--- config.mk ---
export PLATFORM = sky130hd
export DESIGN_NAME = sorted_min_priority_queue
export DESIGN_NICKNAME = d
export VERILOG_FILES = /design/src/hdl/spq_pkg.sv /design/src/hdl/spq_cell.sv /design/src/hdl/sorted_min_priority_queue.sv
export SDC_FILE = /design/constraint.sdc
export NUM_CORES = 2
export LEC_CHECK = 0
export BUFFER_PORTS_ARGS = -buffer_cell sky130_fd_sc_hd__buf_2
export CORE_ASPECT_RATIO = 1.4
export CORE_MARGIN = 4
export CORE_UTILIZATION = 30
export DETAILED_ROUTE_END_ITERATION = 16
export GPL_TIMING_DRIVEN = 0
export PLACE_DENSITY = 0.41
export SETUP_SLACK_MARGIN = 0.02
export SYNTH_ARGS = -nofsm -noshare
export SYNTH_HDL_FRONTEND = slang
export SYNTH_SLANG_ARGS = --single-unit
--- constraint.sdc ---
create_clock -name clk -period 7.6 [get_ports clk]
set_clock_uncertainty 0.1 [all_clocks]
set_input_delay 0.38 -clock clk [delete_from_list [all_inputs] [get_ports clk]]
set_output_delay 0.38 -clock clk [all_outputs]
set_load 0.01 [all_outputs]
--- src/hdl/spq_pkg.sv ---
// Shared types and codes for the sorted min-priority queue.
// No dependencies; used by spq_cell and sorted_min_priority_queue.
package spq_pkg;

  localparam int ValueWidth = 32;

  typedef logic signed [ValueWidth-1:0] value_t;
  typedef logic [1:0] action_t;
  typedef logic [1:0] status_t;

  localparam action_t ACT_PUSH = 2'd0;
  localparam action_t ACT_POP  = 2'd1;
  localparam action_t ACT_PEEK = 2'd2;

  localparam status_t ST_OK    = 2'd0;
  localparam status_t ST_FULL  = 2'd1;
  localparam status_t ST_EMPTY = 2'd2;

  // Per-cycle command broadcast to every cell of the chain.
  typedef struct packed {
    logic push;
    logic pop;
  } cell_ctrl_t;

endpackage

--- src/hdl/spq_cell.sv ---
// One storage cell of the sorted chain: holds a value, compares it with the
// broadcast push value and takes its left or right neighbor on a shift.
// Depends on spq_pkg.
module spq_cell (
  input  logic               clk,
  input  spq_pkg::cell_ctrl_t ctrl,
  input  spq_pkg::value_t    push_value,
  input  logic               valid,
  input  spq_pkg::value_t    prev_value,
  input  logic               prev_lt,
  input  spq_pkg::value_t    next_value,
  output spq_pkg::value_t    value,
  output logic               lt
);
  import spq_pkg::*;

  value_t value_r;
  value_t value_nxt;

  // Only stored entries count as smaller than the incoming value.
  assign lt = valid && (value_r < push_value);

  always_comb begin
    value_nxt = value_r;
    if (ctrl.push) begin
      if (lt) begin
        value_nxt = value_r;
      end else if (prev_lt) begin
        value_nxt = push_value;
      end else begin
        value_nxt = prev_value;
      end
    end else if (ctrl.pop) begin
      value_nxt = next_value;
    end
  end

  always_ff @(posedge clk) begin
    value_r <= value_nxt;
  end

  assign value = value_r;

endmodule

--- src/hdl/sorted_min_priority_queue.sv ---
// Top level of the sorted min-priority queue: a row of spq_cell instances
// kept in ascending order, an entry counter and a registered result stage.
// Depends on spq_pkg and spq_cell.
//
// Usage: each input item carries an action in in_tuser (push, pop, peek; the
// unused code acts as a peek) and a signed 32-bit value in in_tdata. Every
// accepted item yields exactly one result item: the smallest stored value
// after the operation (0 when empty) in out_tdata, plus empty, full and a
// status code in out_tuser.
// On a push, every cell compares its own value with the broadcast value in
// parallel and either holds, takes the new value or takes its left neighbor.
// A pop shifts every cell one place toward the head.
// The result appears on out_tvalid in the cycle after acceptance, and the
// queue takes one item per cycle while the receiver does not stall; the single
// compare per cell sets that rate.
// Reset clears the entry counter and the result valid flag; cell contents are
// not reset, as only cells below the count are ever read.
// When the receiver stalls, the result register holds its item and in_tready
// drops, so no further item is taken until the result has been taken.
module sorted_min_priority_queue #(
  parameter int CAPACITY = 16
) (
  input  logic        clk,
  input  logic        rst_n,
  input  logic        in_tvalid,
  output logic        in_tready,
  input  logic [31:0] in_tdata,   // [31:0] value
  input  logic [1:0]  in_tuser,   // [1:0] action
  output logic        out_tvalid,
  input  logic        out_tready,
  output logic [31:0] out_tdata,  // [31:0] top_value
  output logic [3:0]  out_tuser   // [0] empty_res, [1] full_res, [3:2] status
);
  import spq_pkg::*;

  localparam int CountWidth = $clog2(CAPACITY + 1);

  logic [CountWidth-1:0] count_r;
  logic [CountWidth-1:0] count_nxt;
  logic                  out_valid_r;
  value_t                out_data_r;
  value_t                out_data_nxt;
  logic [3:0]            out_user_r;
  logic [3:0]            out_user_nxt;

  logic       accept;
  action_t    action;
  value_t     push_value;
  logic       is_full;
  logic       is_empty;
  status_t    status;
  cell_ctrl_t ctrl;

  value_t cell_value [CAPACITY];
  logic   cell_lt    [CAPACITY];
  logic   cell_valid [CAPACITY];

  // The result register frees up in the same cycle it is drained.
  assign in_tready  = !out_valid_r || out_tready;
  assign accept     = in_tvalid && in_tready;
  assign action     = in_tuser;
  assign push_value = in_tdata;

  assign is_full  = (count_r == CountWidth'(CAPACITY));
  assign is_empty = (count_r == '0);

  always_comb begin
    ctrl      = '0;
    status    = ST_OK;
    count_nxt = count_r;
    unique case (action)
      ACT_PUSH: begin
        if (is_full) begin
          status = ST_FULL;
        end else begin
          ctrl.push = accept;
          count_nxt = count_r + 1'b1;
        end
      end
      ACT_POP: begin
        if (is_empty) begin
          status = ST_EMPTY;
        end else begin
          ctrl.pop  = accept;
          count_nxt = count_r - 1'b1;
        end
      end
      default: begin
        status = ST_OK;
      end
    endcase
  end

  // The chain: cell 0 is the head, the smallest stored value.
  for (genvar i = 0; i < CAPACITY; i++) begin : g_cell
    assign cell_valid[i] = (count_r > CountWidth'(i));

    if (i == 0) begin : g_head
      spq_cell u_cell (
        .clk        (clk),
        .ctrl       (ctrl),
        .push_value (push_value),
        .valid      (cell_valid[i]),
        .prev_value (push_value),
        .prev_lt    (1'b1),
        .next_value (cell_value[i+1]),
        .value      (cell_value[i]),
        .lt         (cell_lt[i])
      );
    end else if (i == CAPACITY - 1) begin : g_tail
      spq_cell u_cell (
        .clk        (clk),
        .ctrl       (ctrl),
        .push_value (push_value),
        .valid      (cell_valid[i]),
        .prev_value (cell_value[i-1]),
        .prev_lt    (cell_lt[i-1]),
        .next_value (cell_value[i]),
        .value      (cell_value[i]),
        .lt         (cell_lt[i])
      );
    end else begin : g_mid
      spq_cell u_cell (
        .clk        (clk),
        .ctrl       (ctrl),
        .push_value (push_value),
        .valid      (cell_valid[i]),
        .prev_value (cell_value[i-1]),
        .prev_lt    (cell_lt[i-1]),
        .next_value (cell_value[i+1]),
        .value      (cell_value[i]),
        .lt         (cell_lt[i])
      );
    end
  end

  // The head after the operation, worked out from the current head so the
  // result is ready in the same edge that updates the chain.
  always_comb begin
    out_data_nxt = '0;
    if (ctrl.push) begin
      out_data_nxt = cell_lt[0] ? cell_value[0] : push_value;
    end else if (ctrl.pop) begin
      out_data_nxt = (count_r > CountWidth'(1)) ? cell_value[1] : '0;
    end else if (!is_empty) begin
      out_data_nxt = cell_value[0];
    end
    out_user_nxt = {status, (count_nxt == CountWidth'(CAPACITY)), (count_nxt == '0)};
  end

  always_ff @(posedge clk) begin
    if (!rst_n) begin
      count_r     <= '0;
      out_valid_r <= 1'b0;
    end else begin
      if (accept) begin
        count_r     <= count_nxt;
        out_valid_r <= 1'b1;
      end else if (out_tready) begin
        out_valid_r <= 1'b0;
      end
    end
  end

  always_ff @(posedge clk) begin
    if (accept) begin
      out_data_r <= out_data_nxt;
      out_user_r <= out_user_nxt;
    end
  end

  assign out_tvalid = out_valid_r;
  assign out_tdata  = out_data_r;
  assign out_tuser  = out_user_r;

endmodule
======== After elaboration in Yosys (flattened, before gate mapping) ========
Index checks and enable logic that the tools add are counted.
storage, ports and cells
  register bits after elaboration ......... 554
  bits in latches ......................... 0
  memory bits (writable) .................. 0
  memory bits (read-only) ................. 0
  input bits .............................. 38
  output and inout bits ................... 38
  memories ................................ 0
operators by class
  $add $sub $neg .......................... 2
  $mul .................................... 0
  div/mod/pow operators ................... 0
  magnitude comparators ................... 32
  equal/unequal tests ..................... 17
  shifts and indexed selects .............. 0
  muxes and demuxes ....................... 76
  bitwise logic cells ..................... 1
  reduce and logical (&&, ||, !) cells .... 39
operators by type and width
  kind                 number
  $mux 32              64
  $lt 32x32->1         16
  $gt 5x4->1 const B   8
  $reduce_and 2->1     15
  $ne 2x2->1 const B   14
  $gt 5x3->1 const B   4
  $logic_and 1x1->1    17
  $eq 5x5->1 const B   2
  $gt 5x1->1 const B   2
  $gt 5x2->1 const B   2
  $logic_not 5->1      2
  $mux 5               2
  $pmux 5 s2           1
  $mux 1               7
  $add 5x1->5 const B  1
  $sub 5x1->5 const B  1
  $pmux 2 s2           1
  $reduce_bool 2->1    2
  $eq 2x1->1 const B   1
  $logic_not 2->1      1
  $mux 2               1
  $logic_not 1->1      1
  $logic_or 1x1->1     1
  $not 1->1            1

======== Longest topological paths before layout ========
  word-level depth ........................ 7
  mapped depth ............................ 14
  depth with buffers taken out ............ 11

======== Hierarchy ========
From an unflattened synthesis, not the netlist that was laid out.
unflattened totals
  cell total of the unflattened synthesis .. 4447
  area total of the unflattened synthesis .. 42029.1 um^2
by module, submodules not included
  module                     instances  cells an instance  area an instance (um^2)
  spq_cell                   16         257                2429.8
  sorted_min_priority_queue  1          335                3151.8

======== Worst setup path before layout ========
No wires, ideal clock.
  kind .................................... input-to-reg
  start ................................... input port in_tdata[9]
  end ..................................... register g_cell[12].g_mid.u_cell.value_r[0] (enable)
  arrival ................................. 5161 ps
  required time ........................... 7034 ps
  slack ................................... 1873 ps
  stages .................................. 13
  path buffers ............................ 3
  path through ............................ buf_2 -> inv_1 -> ha_1 -> a21o_1 -> a211o_1 -> a2111oi_2 -> o31ai_1 -> nand2_1 -> a41oi_1 -> mux2_4 -> buf_6 -> buf_6 -> o21ai_0
on the way
  cells in the longest elaborated chain, start to end .. 4
ends and longest elaborated chain
  item                        line                             source
  start: declaration          sorted_min_priority_queue.sv:27  input logic [31:0] in_tdata,
  $lt 32x32->1                spq_cell.sv:21                   assign lt = valid && (value_r < push_value);
  $logic_and 1x1->1           spq_cell.sv:21
  $ne 2x2->1 (no line)        n/a
  $reduce_and 2->1 (no line)  n/a
  end signal: assignment      spq_cell.sv:39                   value_r <= value_nxt;
  end: declaration            spq_cell.sv:17                   value_t value_r;
Every way passes these cells.
A chain may end at the register's enable or synchronous reset.

======== Worst setup path after layout ========
  start ................................... register count_r[0]
  end ..................................... register g_cell[7].g_mid.u_cell.value_r[6] (enable)
on the way
  cells in the longest elaborated chain, start to end .. 5
  elaborated cells between the ends (all ways) .. 11
  classes of those cells .................. order compare (1); eq/ne (2); mux (4); reduce/logical (4)
ends and longest elaborated chain
  item                                                                line                              source
  start: declaration                                                  sorted_min_priority_queue.sv:38   logic [CountWidth-1:0] count_r;
  start signal: assignment                                            sorted_min_priority_queue.sv:157  count_r <= count_nxt;
  parallel branches: the longest is 4 deep, another holds $gt 5x3->1  n/a
  $reduce_and 2->1 (no line) (*)                                      n/a
  end signal: assignment                                              spq_cell.sv:39
  end: declaration                                                    spq_cell.sv:17
Every way passes the cells marked *.

==> results.cfg <==
[final_layout]
syn_to_final_growth_pct = 12.3
utilization = 0.339
fill_cells = 13520
drive_gt1_frac = 0.0679
fin_cells = 5742
mostFrequentLayoutCells = 548 x edfxtp_1, 501 x ha_1, 430 x nand2_1
layout_commonest_cell = edfxtp_1
layout.nets = 4495

[setup_path]
cp.required_ns = 7.79
cp.arrival_ns = 6.24
cpMaxStageDelayCell = clkbuf_1
critPathBufInv = 5
rrSetupSlack_ns = 1.55
cp_slowest_stage_delay_ns = 0.81
critPathLaunchType = flip-flop
cp_common_cell = clkbuf_1
cp_top_family = buffers and inverters
criticalPathCategory = flip-flop to flip-flop
path_cells = clkbuf_1 -> inv_1 -> ha_1 -> nand2b_1 -> nor2_1 -> nand2_1 -> nand2_1 -> nor2_1 -> clkbuf_1 -> clkbuf_1 -> clkbuf_1 -> nand2_1 -> nand2_2
cp_max_fo = 32
end_kind = flip-flop

[placed_design]
placedCellCount = 5620
place_congestion = 0.862
place_hpwl_mm = 128
io_buffers = 45

[logic_synthesis]
ys_seq_elements = 554
avgSynthCellArea_sq_um = 10.2
synth_edf_count = 548
syn_nets = 4366
yosys_warnings = 0
synth_cells = 3827
async_reset_ff_frac = 0
synth_ff_type = edfxtp_1
synth_cell_types = 69
netlist_area_sq_um = 39000
yosysSeqAreaShare = 0.425

[clock_tree]
cts_setup_buffers = 0
cts_buffers = 69
ctsResizeCount = 0
clkTransAtPathRegs_ns = 0.06
cts_tree = built
clock_path_buffers = 3
root_buffer = clkbuf_16
hold_buffers = 3
cts_sinks = 554
clk_latency_ns = 0.67
cts_max_level = 3

[power_and_ir_drop]
clkPwrFrac = 0.363
p_leak_nw = 17.4
power_frac_seq = 0.427
power.density_nw_per_um2 = 204
p_switching_mw = 2.86
power.internal_mw = 6.09
ir_drop_mv = 0.158
p_comb_frac = 0.210
swShare = 0.320
finalPower_mw = 8.95

[timing]
fin_tns_setup_ns = 0
worstMarginPinSlew_ns = 1.43
hold_viol = 0
timing.final.max_slew_violations = 0
clock.fmax_ghz = 0.165
rsz0062_at_grt = no
maxSlewHeadroom = 0.0343
setup_viol = 0
period_minus_slack_ns = 6.05
finalCritPeriodShare = 0.796

[global_route]
overflow = 0
grt_use_total = 0.226
grt_max_degree = 34
grt_pass1_wl_mm = 228
grt_pass1_vias = 33249
antenna_found_initial = 3

[detailed_routing]
routed_wl_mm = 157
first_pass_iters = 5
first_iter_violations = 2156
wl_per_cell_um = 27.4
drtAntennaViolNets = 0
drcViolationCount = 0
routed_via_density = 5.47
via_count = 31401

[floorplan]
dieArea_sq_um = 136000
die_w_um = 313
die_height_um = 435
initial_core_util = 0.302
design.core.area_sq_um = 129000
io_pins = 76
rows = 156

[flow_run]
maxCapViolCount = 0

[outcome]
status = complete, no violations

[worst_hold_path]
hp-class = primary input to flip-flop
logic make-up (layout without fill, tap and decap cells):
group,after synthesis,count (layout),share of synthesized area
xor+xnor,6,6,0.00135
simple gates,1149,1149,0.131
mux,231,231,0.0594
buf+inv,304,480,0.0364
other cells,0,1,0
fa+ha+maj,501,501,0.161
flops,554,554,0.425
compound gates,1082,1082,0.186
power groups by stage:
stage | registers (mW) | logic [mW] | clock network (mW)
floorplan | 3.82 | 1.23 | 0
global placement | 3.90 | 1.82 | 0
detailed placement | 3.89 | 1.87 | 0
CTS | 3.82 | 1.88 | 3.34
global route | 3.84 | 2.08 | 3.43
finish | 3.82 | 1.88 | 3.25
tightest hold or removal path, delay by kind of cell:
family / cells / cell delay, ns
AND/OR/NAND/NOR: 1 / 0.09
AO/OA/AOI/OAI: 1 / 0.16
buffers and inverters: 1 / 0.10
worst paths after layout:
check                                               from                                          end  cells after the start
max                              count_r[0]$_SDFFE_PN0P_    g_cell[7].g_mid.u_cell.value[6]$_DFFE_PP_                     13
min reg2reg  g_cell[15].g_tail.u_cell.value[0]$_DFFE_PP_   g_cell[14].g_mid.u_cell.value[0]$_DFFE_PP_                      2
max reg2reg                      count_r[0]$_SDFFE_PN0P_    g_cell[7].g_mid.u_cell.value[6]$_DFFE_PP_                     13
min                                          in_tuser[1]  g_cell[0].g_head.u_cell.value[25]$_DFFE_PP_                      3
flip-flops by register name, summed over array words and instances, names as in the netlist:
name,flops
count_r,5
g_cell.g_tail.u_cell.value,32
g_cell.g_mid.u_cell.value,448
out_tuser,4
g_cell.g_head.u_cell.value,32
out_tdata,32
out_tvalid,1
cell type report:
cell class	count	area [sq um]	area share
plain buffers	253	1230	0.0280
diodes	1	2.50	0.0000571
repair buffers	58	442	0.0101
inverters	51	191	0.00437
flip-flops and latches	554	16600	0.378
multi-input cells	2969	21100	0.482
clock inverters	30	183	0.00417
clock buffers	88	1880	0.0429
well taps	1738	2170	0.0496
per-stage QoR:
step                instance area, sq um  hold slack [ns]  worst slack (ns)
floorplan                          39000            0.402              1.87
finish                             43800            0.156              1.55
global route                       43800            0.183              1.35
detailed placement                 41700            0.426              1.11
CTS                                43800            0.110              1.59
global placement                   41400            0.411             -1.86
cell usage after synthesis, types with 16 or more instances:
cell	instances	area (sq um)
mux2i_1	228	2280
nor3_1	27	135
a221oi_1	37	324
nand4_1	62	388
inv_1	51	191
a21oi_1	267	1340
a221o_1	32	320
buf_6	16	180
and4_1	19	166
o21ai_0	170	851
buf_1	17	63.8
a22oi_1	33	248
o211ai_1	210	1580
ha_1	501	6270
edfxtp_1	548	16500
clkbuf_1	145	544
a211o_1	40	350
and3_1	34	213
a21o_1	172	1290
o21ai_1	21	105
nand2b_1	22	138
buf_2	58	290
nand3_1	206	1030
nand2_1	438	1640
nor2_1	302	1130
layer usage:
| metal | track usage | vias to the layer above | routed length [um] |
|---|---|---|---|
| li1 | - | 15002 | - |
| met1 | 0.268 | 15512 | 64500 |
| met2 | 0.417 | 669 | 81900 |
| met3 | 0.0179 | 218 | 4390 |
| met4 | 0.0931 | 0 | 6700 |
| met5 | 0 | - | 0 |
(Power assumes the default switching activity.)
